**src/design/fsna_pkg.sv**
```systemverilog
// Shared types and constants for the font slot next-fit allocator.
package fsna_pkg;

	localparam int SLOT_COUNT  = 256;
	localparam int CHUNK_W     = (SLOT_COUNT >= 64) ? 32 : 2;
	localparam int CW_W        = $clog2(CHUNK_W);
	localparam int NCHUNK      = (SLOT_COUNT + CHUNK_W - 1) / CHUNK_W;
	localparam int CH_W        = $clog2(NCHUNK);
	localparam int SLOT_W      = CH_W + CW_W;
	localparam int PAD_COUNT   = NCHUNK * CHUNK_W;
	localparam int VC_W        = $clog2(NCHUNK + 1);

	localparam logic [SLOT_W:0]   SLOT_COUNT_X = (SLOT_W + 1)'(SLOT_COUNT);
	localparam logic [SLOT_W-1:0] FIRST_SLOT   = SLOT_W'(1);
	localparam logic [15:0]       AREA_LIMIT_RESET = 16'd2000;

	typedef enum logic [0:0] {
		CMD_ALLOCATE = 1'b0,
		CMD_RELEASE  = 1'b1
	} command_t;

	typedef enum logic [2:0] {
		ST_ALLOCATED  = 3'd0,
		ST_INELIGIBLE = 3'd1,
		ST_FULL       = 3'd2,
		ST_RELEASED   = 3'd3,
		ST_IGNORED    = 3'd4
	} status_t;

	typedef struct packed {
		command_t    command;
		logic [7:0]  last_row;
		logic [15:0] last_column;
		logic [7:0]  glyph_row_bytes;
		logic [9:0]  glyph_height;
		logic [7:0]  release_slot;
	} item_t;

	typedef struct packed {
		logic [7:0] slot_number;
		status_t    status;
	} result_t;

endpackage

```
**src/design/font_slot_next_fit_allocator.sv**
```systemverilog
// Next-fit font slot allocator: eligibility check and chunked free-slot scan.
//
//  channel  | signals                      | beat taken when
//  ---------+------------------------------+----------------------------
//  command  | start, busy, item            | start && !busy
//  result   | done, result                 | done (one cycle, no stall)
//  config   | cfg_valid, cfg_ready, cfg_data | cfg_valid && cfg_ready
//
// A command first passes the check step; release and ineligible
// requests finish there. An eligible allocate then scans the slot vector one
// CHUNK_W-bit chunk per cycle through one shared mask and priority encoder,
// from the pointer's chunk round the ring and back to it. done rises the
// cycle after the last step. Reset frees every slot at once and sets the
// pointer to slot 1. The result side cannot stall.
module font_slot_next_fit_allocator
	import fsna_pkg::*;
(
	input  logic        clk,
	input  logic        arst_n,
	input  logic        start,
	output logic        busy,
	input  item_t       item,
	output logic        done,
	output result_t     result,
	input  logic        cfg_valid,
	output logic        cfg_ready,
	input  logic [15:0] cfg_data
);

	typedef enum logic [2:0] {
		S_IDLE  = 3'b001,
		S_CHECK = 3'b010,
		S_SCAN  = 3'b100
	} state_t;

	state_t                state_q;
	item_t                 item_q;
	logic [15:0]           limit_q;
	logic [PAD_COUNT-1:0]  slot_used_q;
	logic [SLOT_W-1:0]     ptr_q;
	logic [CH_W-1:0]       chunk_q;
	logic [VC_W-1:0]       vcnt_q;
	logic                  done_q;
	result_t               result_q;

	logic                  eligible;
	logic [17:0]           area;
	logic                  rel_ok;
	logic [SLOT_W-1:0]     rel_idx;
	logic [SLOT_W-1:0]     base;
	logic [CHUNK_W-1:0]    free_bits;
	logic                  hit;
	logic [CW_W-1:0]       hit_pos;
	logic [SLOT_W-1:0]     hit_idx;
	logic [SLOT_W:0]       next_ptr;
	logic                  first_visit;
	logic                  last_visit;

	assign busy      = (state_q != S_IDLE);
	assign cfg_ready = 1'b1;
	assign done      = done_q;
	assign result    = result_q;

	assign area     = 18'(item_q.glyph_row_bytes) * 18'(item_q.glyph_height);
	assign eligible = (item_q.last_row == 8'd0) && (item_q.last_column[15:8] == 8'd0)
		&& (area < {2'b00, limit_q});
	assign rel_ok   = (item_q.release_slot != 8'd0)
		&& (32'(item_q.release_slot) < 32'(SLOT_COUNT));
	assign rel_idx  = SLOT_W'(item_q.release_slot);

	assign base        = {chunk_q, CW_W'(0)};
	assign first_visit = (vcnt_q == VC_W'(0));
	assign last_visit  = (vcnt_q == VC_W'(NCHUNK));

	// Mask out slot 0, padding, and the part of the ring outside this visit.
	always_comb begin
		logic [SLOT_W-1:0] g;
		logic              blocked;
		for (int j = 0; j < CHUNK_W; j++) begin
			g       = base | SLOT_W'(j);
			blocked = slot_used_q[base + SLOT_W'(j)]
				|| ({1'b0, g} >= SLOT_COUNT_X)
				|| (g == SLOT_W'(0))
				|| (first_visit && (g < ptr_q))
				|| (last_visit && (g >= ptr_q));
			free_bits[j] = !blocked;
		end
	end

	// Lowest free bit wins.
	always_comb begin
		hit     = 1'b0;
		hit_pos = '0;
		for (int j = CHUNK_W - 1; j >= 0; j--) begin
			if (free_bits[j]) begin
				hit     = 1'b1;
				hit_pos = CW_W'(j);
			end
		end
	end

	assign hit_idx  = base | SLOT_W'(hit_pos);
	assign next_ptr = {1'b0, hit_idx} + (SLOT_W + 1)'(1);

	always_ff @(posedge clk or negedge arst_n) begin
		if (!arst_n) begin
			limit_q <= AREA_LIMIT_RESET;
		end else if (cfg_valid && cfg_ready) begin
			limit_q <= cfg_data;
		end
	end

	always_ff @(posedge clk) begin
		if (start && !busy) begin
			item_q <= item;
		end
	end

	always_ff @(posedge clk or negedge arst_n) begin
		if (!arst_n) begin
			state_q     <= S_IDLE;
			slot_used_q <= '0;
			ptr_q       <= FIRST_SLOT;
			chunk_q     <= '0;
			vcnt_q      <= '0;
			done_q      <= 1'b0;
			result_q    <= '{slot_number: 8'd0, status: ST_ALLOCATED};
		end else begin
			case (state_q)
				S_IDLE: begin
					done_q <= 1'b0;
					if (start) begin
						state_q <= S_CHECK;
					end
				end
				S_CHECK: begin
					if (item_q.command == CMD_RELEASE) begin
						if (rel_ok) begin
							slot_used_q[rel_idx] <= 1'b0;
							result_q <= '{slot_number: 8'd0, status: ST_RELEASED};
						end else begin
							result_q <= '{slot_number: 8'd0, status: ST_IGNORED};
						end
						done_q  <= 1'b1;
						state_q <= S_IDLE;
					end else if (!eligible) begin
						result_q <= '{slot_number: 8'd0, status: ST_INELIGIBLE};
						done_q   <= 1'b1;
						state_q  <= S_IDLE;
					end else begin
						chunk_q <= ptr_q[SLOT_W-1:CW_W];
						vcnt_q  <= '0;
						done_q  <= 1'b0;
						state_q <= S_SCAN;
					end
				end
				S_SCAN: begin
					if (hit) begin
						slot_used_q[hit_idx] <= 1'b1;
						ptr_q    <= (next_ptr >= SLOT_COUNT_X) ? FIRST_SLOT
							: next_ptr[SLOT_W-1:0];
						result_q <= '{slot_number: 8'(hit_idx), status: ST_ALLOCATED};
						done_q   <= 1'b1;
						state_q  <= S_IDLE;
					end else if (last_visit) begin
						ptr_q    <= FIRST_SLOT;
						result_q <= '{slot_number: 8'd0, status: ST_FULL};
						done_q   <= 1'b1;
						state_q  <= S_IDLE;
					end else begin
						// advance to the next chunk, wrapping around the ring
						chunk_q <= (chunk_q == CH_W'(NCHUNK - 1)) ? CH_W'(0)
							: chunk_q + CH_W'(1);
						vcnt_q  <= vcnt_q + VC_W'(1);
						done_q  <= 1'b0;
					end
				end
				default: begin
					done_q  <= 1'b0;
					state_q <= S_IDLE;
				end
			endcase
		end
	end

	a_ptr_in_range: assert property (@(posedge clk) disable iff (!arst_n)
		(ptr_q != SLOT_W'(0)) && ({1'b0, ptr_q} < SLOT_COUNT_X))
		else $error("search pointer left the slot range");

	a_done_after_work: assert property (@(posedge clk) disable iff (!arst_n)
		done |-> ($past(state_q) == S_CHECK || $past(state_q) == S_SCAN))
		else $error("result strobe without a finished command");

	a_alloc_nonzero: assert property (@(posedge clk) disable iff (!arst_n)
		(done && result.status == ST_ALLOCATED) |-> (result.slot_number != 8'd0
			|| SLOT_COUNT > 256))
		else $error("slot 0 handed out");

	a_scan_bounded: assert property (@(posedge clk) disable iff (!arst_n)
		(state_q == S_SCAN) |-> (vcnt_q <= VC_W'(NCHUNK)))
		else $error("scan ran past its last chunk");

	a_start_to_check: assert property (@(posedge clk) disable iff (!arst_n)
		(start && !busy) |=> (state_q == S_CHECK))
		else $error("accepted command did not enter the check step");

endmodule

```
**config.mk**
```make
export PLATFORM = sky130hd
export DESIGN_NAME = font_slot_next_fit_allocator
export DESIGN_NICKNAME = d
export VERILOG_FILES = /design/src/design/fsna_pkg.sv /design/src/design/font_slot_next_fit_allocator.sv
export SDC_FILE = /design/constraint.sdc
export NUM_CORES = 1
export LEC_CHECK = 0
export BUFFER_PORTS_ARGS = -buffer_cell sky130_fd_sc_hd__buf_2
export CAP_MARGIN = 20
export CORE_MARGIN = 2
export CORE_UTILIZATION = 55
export CTS_CLUSTER_DIAMETER = 80
export DETAILED_ROUTE_END_ITERATION = 10
export PLACE_DENSITY = 0.75
export SLEW_MARGIN = 20
export SYNTH_ARGS = -nofsm -noshare
export SYNTH_HDL_FRONTEND = slang
export SYNTH_SLANG_ARGS = --single-unit
```
**constraint.sdc**
```tcl
create_clock -name clk -period 6.37 [get_ports clk]
set_input_delay 1.274 -clock clk [delete_from_list [all_inputs] [get_ports clk]]
set_output_delay 1.274 -clock clk [all_outputs]
set_load 0.05 [all_outputs]
```
==> qor.txt <==
Mapped Nets: 2112
WS Path Type: register to register
Syn-to-layout area delta: 13.4%
RSZ-0062 raised after global routing: true
crit path DAT: 6.83 ns
final hold violation count: 0
Synth top cells by count: 452 x o21ai_0, 294 x dfrtp_1, 135 x nand2_1
Power Total: 6.63 mW
Critical Path Max Stage Delay: 0.52 ns
Die H: 193 um
vias in the first global route: 16.8k
Iter 0 DRT Violations: 1899
worst reg2reg path startpoint: item_q[12]
clk sinks: 345
Synth top area share: 0.373
H-tree depth: 2
cell area after synthesis: 19700 um^2
first-pass GRT wire length: 93000 um
post-synth top area cell: dfrtp_1
Slew Viols, Final: 0
Final HPWL DP: 39000 um
Synth Area in Simple Gates: 0.107
P_int: 4.64 mW
Crit path top cell by count: buf_4
drc violations: 0
count of state elements after synthesis: 345
outcome: completed
crit end category: register
Worst Skew: 0.0221 ns
grt total ovfl: 0
Most used DFF post-synth: dfrtp_1
clock group share of total power: 0.359
n_diodes: 0
Logic pwr share: 0.291
Final min period: 6.32 ns
Synth Instances: 1929
Post-Synth XOR/XNOR Area: 0.00666
Post-DRT Antenna Nets: 0
routed wire length: 59500 um
worst slew pin tran: 0.912 ns
Max-slew headroom: 0.392
synth top area cells: dfrtp_1 37%, o21ai_0 11%, edfxtp_1 6.5%, mux4_2 6.4%, fa_1 4.9%
die span in x: 193 um
Post-Syn Area per Cell: 10.2 um^2
Final Wtd Congestion: 0.989
cells on worst reg2reg path: 26
P per Cell Area: 296 nW/um^2
mux cell area share after synthesis: 0.0818
Post-Synth Adder-Cell Area: 0.0893
CTS buffer count: 39
hold_sp: slot_used_q[109]
Setup Total Neg Slack: 0 ns
Placement Rows: 69
hold_buf cts: 0
sequential element share of the synthesized area: 0.449
Total GRT Usage: 0.316
R2R Setup Slk: 0.05 ns
Async S/R FF share, synth: 0.875
max_cap viols: 0
die area: 37400 um^2
Compound-Gate Fraction of Synth Area: 0.218
Synth cell types: 90
nets: 2181
drt pass-1 iters: 7
core footprint: 35500 um^2
Switching Share: 0.300
main combinational cell family by area after synthesis: compound AO/OA/AOI/OAI gates
via density per instance: 6.70
sequential share of power: 0.350
Clock Tree Root: clkbuf_16
Worst setup SP type: register
final period utilization: 0.992
initial core utilization: 0.556
YS warnings: 0
vias after detailed routing: 16.7k
most frequent cell after synthesis: o21ai_0
fraction of layout cells with a size suffix above 1: 0.181
Worst Path Required: 6.88 ns
drt wl/cell: 23.9 um
WHS Path Cells: 2
input/output buffers: 75
switching pwr: 1.99 mW
max frequency: 158 MHz
Reg-to-Reg End: vcnt_q[3]
Max stage delay cell, worst path: fa_1
maximum vdd drop: 0.310 mV
P_leak: 9.77 nW
crit path max fanout: 3
final setup fails: 0
number of synthesized flops with an enable pin: 43
io pins: 85
clock tree buffer depth: 3
Clock transition at path regs: 0.06 ns
Worst-Skew Late Latency: 0.58 ns
Hold WC Path Type: register to register
largest net degree at the start of global routing: 121
CTS tree: yes
WHS Endpoint: slot_used_q[109]
Post-Route Utilization: 0.630
initial antenna violation count: 1
==> worst max path at each step <==
| stage | startpoint | endpoint | cells after the start |
|---|---|---|---|
| CTS | item_q[20] | result[3] | 26 |
| global route | item_q[20] | vcnt_q[3] | 24 |
| finish | item_q[12] | vcnt_q[3] | 26 |
| floorplan | item_q[22] | vcnt_q[3] | 23 |
| detailed placement | item_q[22] | vcnt_q[3] | 24 |
| global placement | item_q[22] | vcnt_q[3] | 24 |
==> state kept, by name, indices dropped and copies added (netlist names) <==
name / cells
ptr_q: 8
slot_used_q: 256
limit_q: 16
result: 11
vcnt_q: 4
rel_idx: 8
done: 1
chunk_q: 3
item_q: 35
state_q: 3
==> kinds of logic (layout without fill, tap and decap cells) <==
logic type,Yosys count,in the layout
AOI/OAI and AO/OA,735,735
and+or+nand+nor,414,414
DFF,345,345
buffers and inverters,217,316
adders and majority gates,112,112
muxes,90,90
xor gates and xnor gates,15,15
other,1,1
==> power groups by stage <==
stage | Clock, mW | Combinational [mW] | Sequential, mW
CTS | 2.40 | 1.73 | 2.32
detailed placement | 0 | 1.59 | 2.36
global route | 2.48 | 2.13 | 2.32
floorplan | 0 | 1.05 | 2.36
finish | 2.38 | 1.92 | 2.32
global placement | 0 | 1.53 | 2.36
==> critical path: cells and delay by family (launching register included) <==
kind | cells | cell delay (ns)
fa+ha+maj | 6 | 2.45
xor+xnor | 1 | 0.14
buf+inv | 5 | 0.65
compound gates | 7 | 1.24
flops | 1 | 0.44
simple gates | 7 | 1.33
==> metrics by stage <==
stage | area [um^2] | worst slack (ns) | hold WS (ns) | cells
floorplan | 19700 | 0.144 | 0.432 | 1929
global placement | 20500 | -0.376 | 0.452 | 2391
detailed placement | 20500 | -0.439 | 0.477 | 2392
CTS | 22100 | -0.0137 | 0.503 | 2478
global route | 22400 | -0.187 | 0.521 | 2489
finish | 22400 | 0.0488 | 0.504 | 2489
==> final cells by class <==
class / instances / area (um^2)
Clock buffer: 58 / 1170
Clock inverter: 13 / 190
Fill cell: 2778 / 13100
Inverter: 94 / 353
Multi-Input combinational cell: 1367 / 10200
Sequential cell: 345 / 8870
Tap cell: 461 / 577
Timing Repair Buffer: 151 / 1020
==> layout by cell type (no fill, tap or decap), drive strengths merged, types with 37 or more instances in the layout <==
cell type | netlist | routed
o21ai | 498 | 498
dfrtp | 294 | 294
buf | 46 | 151
nand2 | 135 | 135
inv | 94 | 96
nor2 | 86 | 86
ha | 64 | 64
clkbuf | 77 | 58
mux4 | 56 | 56
o31ai | 48 | 48
fa | 48 | 48
and2 | 46 | 46
edfxtp | 43 | 43
nand3 | 42 | 42
a21oi | 37 | 37
==> timing repair <==
item	CTS	global route
buffers inserted	13	11
cloned	2	0
pin swaps	35	31
setup endpoints to repair	20	20
resized for setup	35	35
endpoints found under the hold margin	0	0
==> metal layers <==
layer	wire length, um	track usage	vias up	share of wire
met1	22500	0.405	8316	0.38
met3	6260	0.0872	224	0.11
li1	-	-	7200	-
met2	28100	0.506	933	0.47
met5	0	0	-	0
met4	2610	0.135	0	0.044
(Power assumes the default switching activity.)
